**src/rtl/core/ttlc_ram.sv**
```systemverilog
// Generic single-write, single-read RAM with registered read data.
// Standalone; no package dependency.
module ttlc_ram #(
  parameter int unsigned WIDTH = 48,
  parameter int unsigned DEPTH = 8
) (
  input  logic                     clk_i,
  input  logic                     we_i,
  input  logic [$clog2(DEPTH)-1:0] waddr_i,
  input  logic [WIDTH-1:0]         wdata_i,
  input  logic                     re_i,
  input  logic [$clog2(DEPTH)-1:0] raddr_i,
  output logic [WIDTH-1:0]         rdata_o
);

  logic [WIDTH-1:0] mem_q [DEPTH];

  always_ff @(posedge clk_i) begin
    if (we_i) begin
      mem_q[waddr_i] <= wdata_i;
    end
  end

  always_ff @(posedge clk_i) begin
    if (re_i) begin
      rdata_o <= mem_q[raddr_i];
    end
  end

endmodule

```
**config.mk**
```make
export PLATFORM = sky130hd
export DESIGN_NAME = ttlc_ram
export DESIGN_NICKNAME = d
export VERILOG_FILES = /design/src/rtl/core/ttlc_ram.sv
export SDC_FILE = /design/constraint.sdc
export NUM_CORES = 1
export LEC_CHECK = 0
export BUFFER_PORTS_ARGS = -buffer_cell sky130_fd_sc_hd__buf_2
export CORE_MARGIN = 10
export CORE_UTILIZATION = 60
export DETAILED_ROUTE_END_ITERATION = 6
export GPL_ROUTABILITY_DRIVEN = 0
export PLACE_DENSITY = 0.81
export SETUP_SLACK_MARGIN = 0.4
export SLEW_MARGIN = 20
export SYNTH_ARGS = -nofsm -noshare
export SYNTH_HDL_FRONTEND = slang
export SYNTH_SLANG_ARGS = --single-unit
```
**constraint.sdc**
```tcl
create_clock -name clk_i -period 6.3 [get_ports clk_i]
set_clock_uncertainty 0.15 [all_clocks]
set_input_delay 1.26 -clock clk_i [delete_from_list [all_inputs] [get_ports clk_i]]
set_output_delay 1.26 -clock clk_i [all_outputs]
set_load 0.01 [all_outputs]
```
==> results of run 1 <==
[cells by family (layout without fill, tap and decap cells)]
logic type,after synthesis,count (layout)
buffers and inverters,27,186
DFF,432,432
muxes,144,144
other,0,5
and+or+nand+nor,13,13
[power groups by stage]
stage	logic (mW)	registers, mW	clock network [mW]
2_1_floorplan	0.193	3.38	0
3_3_place_gp	0.311	3.37	0
3_5_place_dp	0.327	3.38	0
4_1_cts	0.330	3.32	2.37
5_1_grt	0.349	3.32	2.47
6_report	0.325	3.32	2.33
[layout make-up]
class / count / area share [%]
diodes: 5 / 0.0684
clock buffers: 51 / 5.82
repair buffers: 116 / 3.52
flip-flops and latches: 432 / 70.9
clock inverters: 19 / 1.07
multi-input cells: 157 / 16.3
well taps: 335 / 2.29
[state kept, by name (all words and copies together), names as in the netlist]
register,cells
mem_q,384
rdata_o,48
[worst reg2reg max path, cell delays in order, from the launching register on]
cell and delay [ps]:
edfxtp_1 390, mux4_1 540, mux2_4 280
[path summary, 6_finish.rpt]
path | startpoint | to
max | raddr_i[0] | rdata_o[41]
min | mem_q[0][21] | rdata_o[21]
max reg2reg | mem_q[1][38] | rdata_o[38]
min reg2reg | mem_q[0][21] | rdata_o[21]
[synthesized netlist by cell type]
| library cell | n |
|---|---|
| edfxtp_1 | 432 |
| mux4_2 | 93 |
| mux2_4 | 40 |
| buf_2 | 12 |
| clkbuf_1 | 9 |
| mux2_2 | 8 |
| nor2_1 | 6 |
| buf_12 | 5 |
| mux4_1 | 3 |
| nand2b_1 | 3 |
| nand2_1 | 2 |
| nor3_1 | 2 |
| buf_6 | 1 |
[per-layer routing]
layer  routed length [um]  up-vias  part of all wire [%]  global-route usage, %
li1                     -     2912                     -                      -
met2                15700      293                    51                   30.8
met5                    0        -                     0                      0
met3                 2180       47                   7.1                   3.87
met1                12300     3692                    40                   24.0
met4                  579        0                   1.9                   5.44
[through the flow]
step | utilization (%) | worst slack (ps)
after floorplan | - | 919
after global placement | 64.8 | 2430
after detailed placement | 64.8 | 2340
after CTS | 69.6 | 2870
after global routing | 69.7 | 2810
final | 69.8 | 3000
==> impl_metrics.csv, run 1 <==
group,metric,value,unit
hold_path,hp-class,"reg -> reg",
floorplan,die_h,184,um
clocking,cts_setup_buffers,0,
routing,drt_iter0_drc,617,
power,leakage,6.06,nW
critical_path,crit_family,"buffers and inverters",
synth,synthesis.instances,616,
critical_path,path_buf_inv,2,
critical_path,endpoint_kind,"flop",
floorplan,fp.coreArea,26200,sq um
hold_path,hold_depth,2,
synth,yosys.area.top_type,"edfxtp_1",
routing,via_per_inst,6.23,
clocking,cts_tree,"done",
timing,holdWs,605,ps
finish,fin_cells,1115,
synth,ys_seq_elements,432,
synth,synth_compound_area_share,0,%
synth,synth_top_area_share,80.6,%
global_route,grt_start_max_net_pins,80,
clocking,numCtsBuffers,41,
finish,seq_area,13000,sq um
clocking,numClockSinks,432,
power,peakVddDrop,0.253,mV
finish,multi_input_area,2980,sq um
routing,wirelength,30800,um
power,p_comb_share,5.4,%
finish,final_cell_mix,"432 x edfxtp_1, 101 x buf_2, 93 x mux4_2",
power,powerDensity,327,nW/um^2
clocking,holdBufCountCts,0,
clocking,clockBufferDepth,3,
clocking,clk_pin_slew,60,ps
global_route,grt_pass1_vias,7569,
finish,n_fill_cell,1478,
synth,synth.net_count,673,
critical_path,r2r_setup_slack,4690,ps
synth,synth-simple-area-share,0.365,%
timing,worst_slew_pin_slew,1130,ps
synth,synth-xor-area-share,0,%
synth,syn_area_per_cell,26.1,sq um
clocking,htreeDepth,2,
power,power,5.98,mW
clocking,root_buffer,"clkbuf_16",
finish,areaGrowthSynthToFinish,13.6,%
global_route,grt_pass1_wl,46300,um
critical_path,reg2reg_depth,2,
critical_path,critPathSlowestCell,"clkbuf_8",
timing,period_share,52.4,%
synth,synthesis.area,16100,sq um
power,p_switching,1.18,mW
timing,setup_tns,0,ps
clocking,cts.repair.resized,0,
finish,design_area,18300,sq um
power,p_seq_share,55.5,%
synth,synth_top_family_by_area,"multiplexers",
timing,finalMaxSlewViolations,0,
placement,dpl_cell_area,17000,sq um
routing,vias,6944,
routing,wl_per_cell,27.6,um
timing,fmax,303,MHz
floorplan,start_util,61.4,%
critical_path,worst_ep_required_time,6420,ps
critical_path,max_stage_delay,720,ps
routing,first_pass_iters,7,
timing,hold_viol,0,
global_route,grtUsageTotal,18.4,%
finish,final_common_cell,"edfxtp_1",
critical_path,path_depth,4,
clocking,clk_latency,520,ps
synth,synth_fa_ha_area_share,0,%
finish,drive_above_1_share,40.9,%
critical_path,worstPathArrival,3420,ps
synth,muxShareOfSynthArea,17.8,%
power,p_int,4.80,mW
timing,fin_crit,3300,ps
synth,synth_cell_types,13,
timing,relSlewSlack,24.8,%
critical_path,path_class,"in -> reg",
routing,antenna_left,0,
finish,layout.nets,805,
power,switching_share,19.7,%
floorplan,die-area,33800,sq um
critical_path,worstPathCellList,"clkbuf_8, buf_4, mux4_2, mux2_4",
global_route,antenna_found_initial,5,
critical_path,start_kind,"primary input",
floorplan,ioPinCount,105,
placement,io_buffers,104,
timing,rsz0062_at_grt,"false",
routing,drcViolationCount,0,
synth,yosys_warnings,0,
job,cap_violations,0,
critical_path,worstPathMaxFanout,79,
power,pwr-share-clk,39.0,%
floorplan,fp.dieW,184,um
synth,seq_area_frac_synth,80.6,%
placement,dp_cells,1039,
global_route,overflow,0,
floorplan,num_rows,59,
timing,setup_viol,0,
synth,synthTopCellsByArea,"edfxtp_1 81%, mux4_2 13%, mux2_4 3.7%, buf_12 0.62%, mux2_2 0.56%",
run_status,status,"complete, no violations",
placement,dpl.hpwl,16000,um
Power figures use the tool's default switching activity.
==> run 2, diff against run 1 <==
Settings changed: CORE_UTILIZATION 60 to 54, PLACE_DENSITY 0.81 to 0.77.
Clock period 6.3 ns to 2.8 ns, I/O delays scaled along.
==> run 2 against run 1 <==
Wire length increased by 1.3%; clock power increased by 120%; worst hold slack got worse by 460 ps; register-to-register slack got worse by 3500 ps; sequential power increased by 120%; critical endpoint is now rdata_o[31].
==> impl_metrics.csv, run 2 (synthesis gave the netlist of run 1 again) <==
group,metric,value,unit
finish,design_area,18600,sq um
floorplan,ioPinCount,105,
routing,antenna_left,0,
global_route,antenna_found_initial,9,
timing,finalMaxSlewViolations,0,
critical_path,endpoint_kind,"flop",
routing,drcViolationCount,0,
critical_path,worst_ep_required_time,2910,ps
finish,largestRegisters,"mem_q x384, rdata_o x48",
routing,via_per_inst,5.77,
clocking,cts_tree,"done",
timing,fmax,537,MHz
floorplan,fp.coreArea,29600,sq um
routing,drt_iter0_drc,519,
global_route,grt_start_max_net_pins,49,
routing,wirelength,31200,um
critical_path,max_stage_delay,580,ps
power,p_comb_share,5.7,%
finish,final_common_cell,"edfxtp_1",
clocking,numClockSinks,432,
placement,dp_cells,1109,
clocking,clockBufferDepth,3,
global_route,grt_pass1_wl,46900,um
floorplan,fp.dieW,193,um
global_route,overflow,0,
hold_path,hp-class,"in -> reg",
critical_path,path_buf_inv,2,
clocking,cts.repair.resized,0,
finish,largest_reg_flops,384,
timing,rsz0062_at_grt,"false",
critical_path,start_kind,"primary input",
power,pwr-share-clk,38.6,%
critical_path,r2r_setup_slack,1170,ps
routing,first_pass_iters,4,
finish,final_cell_mix,"432 x edfxtp_1, 100 x buf_2, 93 x mux4_2",
routing,wl_per_cell,26.2,um
power,powerDensity,721,nW/um^2
clocking,cts_setup_buffers,0,
power,peakVddDrop,0.562,mV
clocking,htreeDepth,2,
finish,drive_above_1_share,42.0,%
power,leakage,6.18,nW
clocking,clk_pin_slew,60,ps
clocking,root_buffer,"clkbuf_16",
timing,relSlewSlack,43.3,%
timing,hold_viol,0,
power,power,13.4,mW
floorplan,die-area,37100,sq um
timing,setup_viol,0,
critical_path,crit_family,"multiplexers",
timing,worst_slack,937,ps
critical_path,worstPathArrival,1980,ps
placement,dpl.hpwl,17700,um
power,p_switching,2.70,mW
timing,setup_tns,0,ps
run_status,status,"complete, no violations",
finish,areaGrowthSynthToFinish,15.5,%
job,cap_violations,0,
power,p_seq_share,55.7,%
clocking,numCtsBuffers,43,
critical_path,critPathSlowestCell,"mux4_1",
critical_path,worstPathCellList,"buf_6, buf_4, mux4_1, mux2_4",
placement,dpl_cell_area,17300,sq um
placement,pre_cts_ws,385,ps
clocking,holdBufCountCts,0,
floorplan,start_util,54.5,%
timing,fin_crit,1860,ps
timing,period_share,66.5,%
clocking,clk_latency,530,ps
power,switching_share,20.2,%
critical_path,path_class,"in -> reg",
power,p_int,10.7,mW
finish,regMostFlops,"mem_q",
global_route,grt_pass1_vias,7589,
finish,fin_cells,1190,
timing,worst_slew_pin_slew,850,ps
placement,io_buffers,104,
routing,vias,6868,
finish,layout.nets,821,
floorplan,num_rows,63,
critical_path,worstPathMaxFanout,15,
floorplan,die_h,193,um
global_route,grtUsageTotal,17.1,%
==> run 2: cell type report <==
class,instances,area [sq um]
multi-input cells,157,3010
repair buffers,130,855
fillers,1917,11000
well taps,390,488
diodes,3,7.51
flip-flops and latches,432,13000
clock buffers,56,1120
clock inverters,22,143
==> run 2: path summary, 6_finish.rpt <==
kind	startpoint	to	cells after the start
setup / recovery	raddr_i[0]	rdata_o[31]	4
hold / removal	wdata_i[4]	mem_q[0][4]	1
setup reg to reg	mem_q[0][22]	rdata_o[22]	2
hold reg to reg	mem_q[4][38]	rdata_o[38]	2
==> run 2: worst register-to-register path: cells and delay by family (launching register included) <==
kind	cells	cell delay, ps
DFF	1	450
muxes	2	770
==> run 2: layer usage <==
| layer | track usage, % | routed length (um) | vias up |
|---|---|---|---|
| met4 | 5.01 | 600 | 10 |
| met3 | 4.16 | 2280 | 61 |
| met2 | 28.9 | 16000 | 250 |
| li1 | - | - | 2954 |
| met1 | 21.7 | 12200 | 3593 |
| met5 | 0 | 67 | - |
==> run 2: power groups by stage <==
stage | logic [mW] | registers (mW) | clock network, mW
6_report | 0.763 | 7.46 | 5.18
5_1_grt | 0.821 | 7.48 | 5.57
4_1_cts | 0.780 | 7.47 | 5.28
3_5_place_dp | 0.775 | 7.60 | 0
3_3_place_gp | 0.744 | 7.58 | 0
2_1_floorplan | 0.439 | 7.60 | 0
==> run 2: per-stage QoR <==
step | hold WS (ps) | util [%]
6_report | 142 | 62.9
5_1_grt | 136 | 62.9
4_1_cts | 122 | 62.9
3_5_place_dp | 591 | 58.6
3_3_place_gp | 577 | 58.6
2_1_floorplan | 509 | -
