--- src/rtl/core/ttlc_pkg.sv ---
// Package for the TTL-keyed cache tag store: request and response beat types,
// operation and status codes, fixed field widths. No dependencies.
package ttlc_pkg;

  localparam int unsigned KEY_W    = 32;
  localparam int unsigned TIME_W   = 32;
  localparam int unsigned COUNT_W  = 16;
  localparam int unsigned HANDLE_W = 32;
  localparam int unsigned TTL_W    = 8;
  localparam int unsigned SLOT_W   = 3;
  localparam int unsigned TALLY_W  = 32;
  localparam int unsigned DATA_W   = COUNT_W + HANDLE_W;

  localparam logic [TTL_W-1:0] TTL_RESET = 8'd5;

  typedef enum logic [1:0] {
    OP_LOOKUP = 2'd0,
    OP_FILL   = 2'd1,
    OP_FLUSH  = 2'd2
  } op_e;

  typedef enum logic {
    STATUS_OK        = 1'b0,
    STATUS_BAD_PARAM = 1'b1
  } status_e;

  typedef struct packed {
    logic [1:0]                op;
    logic signed [KEY_W-1:0]   pid;
    logic [TIME_W-1:0]         now_seconds;
    logic [COUNT_W-1:0]        map_count;
    logic [HANDLE_W-1:0]       map_handle;
  } req_t;

  typedef struct packed {
    logic                      status;
    logic                      hit;
    logic [SLOT_W-1:0]         slot;
    logic [COUNT_W-1:0]        found_count;
    logic [HANDLE_W-1:0]       found_handle;
    logic [TALLY_W-1:0]        hit_count;
    logic [TALLY_W-1:0]        miss_count;
  } rsp_t;

  typedef logic [TTL_W-1:0] cfg_t;

endpackage

--- src/rtl/core/ttlc_victim_sel.sv ---
// Fill slot selection: first invalid slot, else the oldest stamp through a
// compare tree, lowest index on ties. Depends on ttlc_pkg.
module ttlc_victim_sel #(
  parameter int unsigned ENTRIES = 8
) (
  input  logic [ENTRIES-1:0]               valid_i,
  input  logic [ttlc_pkg::TIME_W-1:0]      age_i [ENTRIES],
  output logic [$clog2(ENTRIES)-1:0]       victim_o
);

  localparam int unsigned IDX_W = $clog2(ENTRIES);
  localparam int unsigned LEAVES = 1 << IDX_W;
  localparam int unsigned NODES = 2 * LEAVES - 1;

  logic                              node_v   [NODES];
  logic signed [ttlc_pkg::TIME_W-1:0] node_age [NODES];
  logic [IDX_W-1:0]                  node_idx [NODES];

  logic             free_found;
  logic [IDX_W-1:0] free_idx;

  for (genvar i = 0; i < LEAVES; i++) begin : g_leaf
    if (i < ENTRIES) begin : g_used
      assign node_v[LEAVES-1+i]   = 1'b1;
      assign node_age[LEAVES-1+i] = $signed(age_i[i]);
    end else begin : g_pad
      assign node_v[LEAVES-1+i]   = 1'b0;
      assign node_age[LEAVES-1+i] = '0;
    end
    assign node_idx[LEAVES-1+i] = IDX_W'(i);
  end

  for (genvar k = 0; k < LEAVES - 1; k++) begin : g_node
    logic take_right;
    assign take_right = node_v[2*k+2] &&
                        (!node_v[2*k+1] || (node_age[2*k+2] > node_age[2*k+1]));
    assign node_v[k]   = node_v[2*k+1] | node_v[2*k+2];
    assign node_age[k] = take_right ? node_age[2*k+2] : node_age[2*k+1];
    assign node_idx[k] = take_right ? node_idx[2*k+2] : node_idx[2*k+1];
  end

  always_comb begin
    free_found = 1'b0;
    free_idx   = '0;
    for (int i = ENTRIES - 1; i >= 0; i--) begin
      if (!valid_i[i]) begin
        free_found = 1'b1;
        free_idx   = IDX_W'(i);
      end
    end
  end

  assign victim_o = free_found ? free_idx : node_idx[0];

endmodule

--- config.mk ---
export PLATFORM = sky130hd
export DESIGN_NAME = ttlc_victim_sel
export DESIGN_NICKNAME = d
export VERILOG_FILES = /design/src/rtl/core/ttlc_pkg.sv /design/src/rtl/core/ttlc_victim_sel.sv
export SDC_FILE = /design/constraint.sdc
export NUM_CORES = 1
export LEC_CHECK = 0
export BUFFER_PORTS_ARGS = -buffer_cell sky130_fd_sc_hd__buf_2
export CAP_MARGIN = 5
export CORE_MARGIN = 2
export CORE_UTILIZATION = 30
export DETAILED_ROUTE_END_ITERATION = 16
export PLACE_DENSITY_LB_ADDON = 0.15
export SYNTH_ARGS = -nofsm -noshare
export SYNTH_HDL_FRONTEND = slang
export SYNTH_SLANG_ARGS = --single-unit
--- constraint.sdc ---
create_clock -name vclk -period 11
set_input_delay 1.1 -clock vclk [all_inputs]
set_output_delay 1.1 -clock vclk [all_outputs]
set_load 0.005 [all_outputs]
==> flow_summary_export.csv, run 1 <==
group,metric,value,unit
worst_hold_path,worstHoldPathCells,4,
route,antenna_left,0,
timing,worst_pin_slew,844,ps
timing,hold_violations,0,
timing,setup_tns,0,ps
route,wl_per_cell,15.2,um
timing,whs,2510,ps
worst_hold_path,min-delay-start,"valid_i[0]",
finish,seq_cells,0,
finish,fillers,2774,
floorplanning,die_height,164,um
timing,slew_violations,0,
timing,rsz0062_at_grt,"false",
floorplanning,start_util,30.5,%
outcome,status,"complete, no violations",
grt,grt_use_total,18.1,%
floorplanning,die-area,26900,um2
critical_path,critPathLaunchType,"input pin",
logic_synthesis,synth.cell_area,7680,um2
power,peakVddDrop,0.0000336,V
logic_synthesis,yosysSeqAreaShare,0,%
floorplanning,die_w,164,um
placement,io_buffers,267,
grt,grt_max_degree,31,
finish,area_growth,23.5,%
worst_hold_path,hold_path.class,"in2out",
logic_synthesis,yosys_warnings,0,
logic_synthesis,synth_fp_nets,1550,
finish,fin_nets,1809,
power,p_leak,0.00562,uW
timing,final-setup-viol-count,0,
route,vias,7931,
grt,grt_pass1_wl,38800,um
critical_path,max_stage_delay,530,ps
worst_hold_path,min_to,"victim_o[0]",
critical_path,critPathRequiredTime,9900,ps
critical_path,end_kind,"output port",
route,routed_via_density,4.81,
run,cap_violations,0,
grt,grt-ovfl-total,0,
finish,antenna_cells,0,
timing,final.period_utilization,91.7,%
floorplanning,io_pins,267,
route,first_pass_iters,4,
finish,multi_input_area,6870,um2
finish,drive_above_1_share,24.7,%
route,totalWireLength,25100,um
finish,nClkBuffers,0,
floorplanning,placement_rows,58,
logic_synthesis,ys_types,43,
power,power_density,87.9,nW/um2
critical_path,cp.arrival,8990,ps
floorplanning,core,25200,um2
finish,layout.area.seq,0,um2
critical_path,path_class,"in2out",
critical_path,crit_path_max_fanout,19,
placement,globalplace.congestion,0.861,
grt,grt_antenna_before_repair,2,
placement,hpwl,23200,um
clock_network,cts_setup_buffers,0,
timing,clock.fmax,0.0991,GHz
timing,relSlewSlack,42.5,%
critical_path,critPathSlowestCell,"and3b_2",
clock_network,cts_hold_buf,0,
logic_synthesis,syn_area_per_cell,7.23,um2
route,route.detailed.drc,0,
timing,final.min_clock_period,10090,ps
route,drt_iter0_markers,344,
grt,grt_pass1_vias,7702,
logic_synthesis,netlist_instances,1062,
clock_network,post_cts_resized,0,
[final cells by class]
| type | instances | share of cell area [%] |
|---|---|---|
| Inverter | 197 | 7.80 |
| Multi-Input combinational cell | 840 | 72.4 |
| Tap cell | 330 | 4.35 |
| Timing Repair Buffer | 282 | 15.4 |
[power by group]
| group | total [uW] | switching [uW] | internal (uW) |
|---|---|---|---|
| clock | 0 | 0 | 0 |
| sequential | 0 | 0 | 0 |
| combinational | 834 | 456 | 378 |
| total | 834 | 456 | 378 |
[Yosys cell counts, types with 3 or more instances]
cell	n	area [um2]
o211ai_1	10	75.1
nand2_1	50	188
a211oi_1	10	75.1
nor3_1	13	65.1
ha_1	224	2800
buf_2	13	65.1
nor4_1	6	37.5
nand4_1	45	282
nand3_1	25	125
o21ai_0	24	120
a21oi_1	141	706
and4_1	5	43.8
clkbuf_1	12	45.0
a21o_1	27	203
a21boi_1	3	22.5
mux2i_1	101	1010
mux2_2	34	383
nor2b_1	11	68.8
inv_1	197	739
a221oi_1	6	52.6
nor2_1	74	278
a21boi_0	4	30.0
[how the worst max path moves through the flow]
stage / startpoint / to / slack (ps) / cells after the start
floorplan: age_i[174] / victim_o[0] / 2380 / 31
global route: age_i[191] / victim_o[0] / 130 / 33
detailed placement: age_i[191] / victim_o[0] / 500 / 33
global placement: age_i[191] / victim_o[0] / 520 / 33
finish: age_i[191] / victim_o[0] / 910 / 33
CTS: age_i[191] / victim_o[0] / 510 / 33
[routing by layer]
metal	part of all wire [%]	up-vias	GRT usage [%]	wire [um]
li1	-	4324	-	-
met4	1.1	2	1.67	278
met3	5.0	8	1.06	1250
met1	50	3409	26.1	12600
met5	0.052	-	0	13
met2	44	188	30.7	10900
[cell usage in the layout (no fill, tap or decap), drive strengths merged, types with 2 or more instances in the layout]
cell	n
o211ai	10
mux2	34
o311ai	3
mux2i	103
nor3	13
and4	5
a221oi	6
o31a	2
buf	282
nand3	25
nand4	45
a21boi	7
nor3b	2
o21ai	26
a21oi	141
a21o	27
ha	224
nand2	50
nor4	6
nor2b	11
inv	197
o41ai	2
a211oi	10
nor2	74
[worst max-delay path: cells and delay by family]
family | cells | cell delay [ps]
buffers and inverters | 7 | 1210
multiplexers | 5 | 1670
adder cells (fa/ha/maj) | 3 | 890
AO/OA/AOI/OAI | 8 | 1870
AND/OR/NAND/NOR | 10 | 2250
[kinds of logic (layout without fill, tap and decap cells)]
| logic type | after synthesis | in the layout | synth area share (%) |
|---|---|---|---|
| AO/OA/AOI/OAI | 242 | 242 | 18.6 |
| adder cells (fa/ha/maj) | 224 | 224 | 36.5 |
| buffers and inverters | 222 | 479 | 11.1 |
| multiplexers | 137 | 137 | 18.7 |
| AND/OR/NAND/NOR | 237 | 237 | 15.1 |
[through the flow]
| stage | cells | worst slack [ps] | util (%) | total power, uW | area (um2) |
|---|---|---|---|---|---|
| after global routing | 1649 | 127 | 37.7 | 953 | 9480 |
| after global placement | 1649 | 520 | 37.6 | 836 | 9480 |
| after floorplan | 1062 | 2380 | - | 582 | 7680 |
| final | 1649 | 909 | 37.7 | 834 | 9480 |
| after detailed placement | 1649 | 504 | 37.6 | 840 | 9480 |
| after CTS | 1649 | 508 | 37.6 | 845 | 9480 |
Power figures use the tool's default switching activity.
==> inputs of run 2 (changes only) <==
--- a/config.mk
+++ b/config.mk
@@ -7,10 +7,13 @@
 export LEC_CHECK = 0
 export BUFFER_PORTS_ARGS = -buffer_cell sky130_fd_sc_hd__buf_2
 export CAP_MARGIN = 5
+export CELL_PAD_IN_SITES_DETAIL_PLACEMENT = 0
+export CELL_PAD_IN_SITES_GLOBAL_PLACEMENT = 2
 export CORE_MARGIN = 2
-export CORE_UTILIZATION = 30
+export CORE_UTILIZATION = 29
 export DETAILED_ROUTE_END_ITERATION = 16
 export PLACE_DENSITY_LB_ADDON = 0.15
+export REMOVE_ABC_BUFFERS = 1
 export SYNTH_ARGS = -nofsm -noshare
 export SYNTH_HDL_FRONTEND = slang
 export SYNTH_SLANG_ARGS = --single-unit
==> flow_summary_export.csv, run 2 (same netlist as run 1, synthesis figures left out) <==
group,metric,value,unit
placement,globalplace.congestion,0.799,
floorplanning,die_height,167,um
power,p_leak,0.00560,uW
finish,seq_cells,0,
worst_hold_path,hold_path.class,"in2out",
critical_path,critPathRequiredTime,9900,ps
finish,area_growth,23.4,%
timing,final.min_clock_period,10230,ps
placement,dp.cells,1652,
grt,grt_max_degree,34,
floorplanning,die-area,27800,um2
grt,grt_antenna_before_repair,1,
route,wl_per_cell,15.9,um
finish,most-common-layout-cells,"buf_2 (267), ha_1 (224), inv_1 (197), a21oi_1 (140), mux2i_1 (99)",
floorplanning,die_w,167,um
finish,drive_above_1_share,24.5,%
route,wl_met1,13100,um
critical_path,max_stage_delay,630,ps
grt,grt_pass1_wl,40800,um
route,routed_via_density,4.82,
placement,io_buffers,267,
outcome,status,"complete, no violations",
timing,final-setup-viol-count,0,
critical_path,end_kind,"output port",
route,drt_iter0_markers,358,
route,vias,7968,
finish,fin_nets,1807,
route,first_pass_iters,5,
clock_network,post_cts_resized,0,
finish,stdcell_count,1652,
finish,layout.area.seq,0,um2
placement,hpwl,24300,um
route,route.detailed.drc,0,
floorplanning,core,26100,um2
route,antenna_left,0,
grt,grt_use_total,18.0,%
floorplanning,start_util,29.5,%
floorplanning,io_pins,267,
finish,nClkBuffers,0,
finish,final_common_cell,"buf_2",
timing,slew_violations,0,
timing,clock.fmax,0.0978,GHz
finish,antenna_cells,0,
timing,setup_tns,0,ps
timing,hold_violations,0,
timing,relSlewSlack,41.2,%
grt,grt_pass1_vias,7955,
timing,final.period_utilization,93.0,%
critical_path,critPathLaunchType,"input pin",
critical_path,crit_path_max_fanout,18,
route,totalWireLength,26300,um
grt,grt-ovfl-total,0,
critical_path,critPathSlowestCell,"mux2i_4",
power,peakVddDrop,0.0000342,V
route,wl_met3,1190,um
route,dr.max_layer_used,"met5",
critical_path,cp.arrival,9130,ps
floorplanning,placement_rows,59,
clock_network,cts_hold_buf,0,
run,cap_violations,0,
power,power_density,87.2,nW/um2
clock_network,cts_setup_buffers,0,
timing,rsz0062_at_grt,"false",
timing,whs,2520,ps
route,wl_met2,11900,um
critical_path,path_class,"in2out",
timing,worst_pin_slew,864,ps
## run 2: path summary, 6_finish.rpt
kind              startpoint     endpoint  slack, ps  cells past startpoint
setup / recovery  age_i[191]  victim_o[0]        770                     30
hold / removal    valid_i[0]  victim_o[0]       2520                      4
## run 2: area by class of cell
type / count / area (um2)
timing repair buffer: 280 / 1450
inverter: 197 / 739
fill: 2836 / 16600
multi-input combinational: 840 / 6860
tap: 335 / 419
## run 2: per-stage QoR
| stage | util (%) | cell area, um2 | setup WS [ps] | total power (uW) |
|---|---|---|---|---|
| 5_1_grt | 36.3 | 9470 | 73.2 | 939 |
| 3_5_place_dp | 36.3 | 9470 | 590 | 829 |
| 4_1_cts | 36.3 | 9470 | 553 | 834 |
| 2_1_floorplan | - | 7570 | -514 | 582 |
| 3_3_place_gp | 36.3 | 9470 | 568 | 831 |
| 6_report | 36.3 | 9470 | 775 | 825 |
## run 2: worst max-delay path: cells and delay by family
kind	cells	cell delay, ps
adders and majority gates	3	880
muxes	5	2190
and+or+nand+nor	10	2590
buffers and inverters	6	1040
AOI/OAI and AO/OA	6	1280
## run 2: metal layers
metal | up-vias | track usage (%)
met4 | 2 | 0.675
met1 | 3451 | 25.6
met5 | - | 0
met3 | 8 | 1.71
li1 | 4326 | -
met2 | 181 | 31.0
## run 2: where the power goes
group | internal (uW) | switching (uW) | leakage (uW)
clock network | 0 | 0 | 0
logic | 372 | 454 | 0.00560
registers | 0 | 0 | 0
total | 372 | 454 | 0.00560
==> inputs of run 3 (changes only) <==
--- a/config.mk
+++ b/config.mk
@@ -5,7 +5,7 @@
 export SDC_FILE = /design/constraint.sdc
 export NUM_CORES = 1
 export LEC_CHECK = 0
-export BUFFER_PORTS_ARGS = -buffer_cell sky130_fd_sc_hd__buf_2
+export BUFFER_PORTS_ARGS = -buffer_cell sky130_fd_sc_hd__buf_4
 export CAP_MARGIN = 5
 export CELL_PAD_IN_SITES_DETAIL_PLACEMENT = 0
 export CELL_PAD_IN_SITES_GLOBAL_PLACEMENT = 2
==> flow_summary_export.csv, run 3 (same netlist as run 1, synthesis figures left out) <==
group,metric,value,unit
outcome,status,"complete, no violations",
power,swShare,53.4,%
finish,layout.area.seq,0,um2
floorplanning,die-area,27800,um2
timing,final-setup-viol-count,0,
route,route.detailed.drc,0,
timing,worst_pin_slew,782,ps
critical_path,cp.arrival,9190,ps
timing,whs,2540,ps
finish,final_cell_area,10100,um2
timing,relSlewSlack,46.8,%
critical_path,critPathRequiredTime,9900,ps
grt,grt_pass1_vias,7973,
route,totalWireLength,26500,um
finish,area_growth,32.2,%
placement,globalplace.congestion,0.815,
grt,grt-ovfl-total,0,
critical_path,critPathLaunchType,"input pin",
placement,dp_slack,692,ps
floorplanning,placement_rows,59,
placement,placed_cell_area,10100,um2
power,power.internal,400,uW
power,p_leak,0.00584,uW
grt,grt_use_total,18.4,%
run,cap_violations,0,
power,peakVddDrop,0.0000287,V
route,wl_per_cell,16.0,um
finish,fillers,2853,
finish,antenna_cells,0,
power,total_power,858,uW
critical_path,crit_path_max_fanout,13,
timing,final.period_utilization,93.5,%
timing,final.min_clock_period,10290,ps
grt,grt_antenna_before_repair,0,
critical_path,end_kind,"output port",
floorplanning,io_pins,267,
placement,hpwl,24500,um
clock_network,post_cts_resized,0,
finish,seq_cells,0,
critical_path,path_class,"in2out",
power,combPwrFrac,100.0,%
clock_network,cts_setup_buffers,0,
floorplanning,start_util,29.5,%
timing,rsz0062_at_grt,"false",
route,wl_met2,12100,um
floorplanning,die_height,167,um
timing,worst_slack,713,ps
finish,most-common-layout-cells,"buf_4 (280), ha_1 (224), inv_1 (197), a21oi_1 (140), mux2i_1 (99)",
floorplanning,die_w,167,um
floorplanning,core,26100,um2
critical_path,cp_top_family,"simple AND/OR/NAND/NOR gates",
route,vias,7974,
finish,final_common_cell,"buf_4",
timing,setup_tns,0,ps
critical_path,critPathSlowestCell,"nor3b_1",
grt,grt_pass1_wl,41700,um
timing,hold_violations,0,
clock_network,cts_hold_buf,0,
critical_path,cp_num_buf_inv,5,
finish,fin_nets,1808,
power,p_seq_share,0,%
route,wl_met3,1050,um
finish,nClkBuffers,0,
worst_hold_path,hold_path.class,"in2out",
route,wl_met1,13300,um
grt,grt_max_degree,35,
route,antenna_left,0,
power,power_density,84.6,nW/um2
route,drt_iter0_markers,269,
timing,slew_violations,0,
route,first_pass_iters,5,
timing,clock.fmax,0.0972,GHz
critical_path,max_stage_delay,560,ps
placement,io_buffers,267,
finish,drive_above_1_share,24.6,%
route,dr.max_layer_used,"met4",
power,p_switching,459,uW
route,routed_via_density,4.82,
critical_path,path_common_cell,"buf_4",
power,pwr-share-clk,0,%
## run 3: cell types whose count changed in the layout (fill, tap and decap cells not counted), sizes merged
cell,before,now
buf,280,281
## run 3: layer usage
metal | track usage (%) | vias up
met5 | 0 | -
met4 | 0.450 | 0
met3 | 1.52 | 2
met2 | 31.7 | 160
met1 | 26.4 | 3488
li1 | - | 4324
## run 3: area by class of cell
cell class | instances | area (um2) | area share (%)
inverter | 197 | 739 | 7.29
multi-input combinational | 840 | 6860 | 67.7
tap | 335 | 419 | 4.13
timing repair buffer | 281 | 2120 | 20.9
## run 3: power by group through the flow
stage / logic [uW] / clock network, uW / registers (uW)
after detailed placement: 859 / 0 / 0
after global routing: 976 / 0 / 0
after CTS: 864 / 0 / 0
final: 858 / 0 / 0
after global placement: 861 / 0 / 0
after floorplan: 582 / 0 / 0
## run 3: path summary, 6_finish.rpt
kind,slack (ps),to,cells after the start,from
max,710,victim_o[0],31,age_i[159]
min,2540,victim_o[0],4,valid_i[0]
## run 3: per-stage QoR
step                util (%)  cells
floorplan                  -   1037
global placement        38.9   1653
detailed placement      38.9   1653
CTS                     38.9   1653
global route            38.9   1653
finish                  38.9   1653
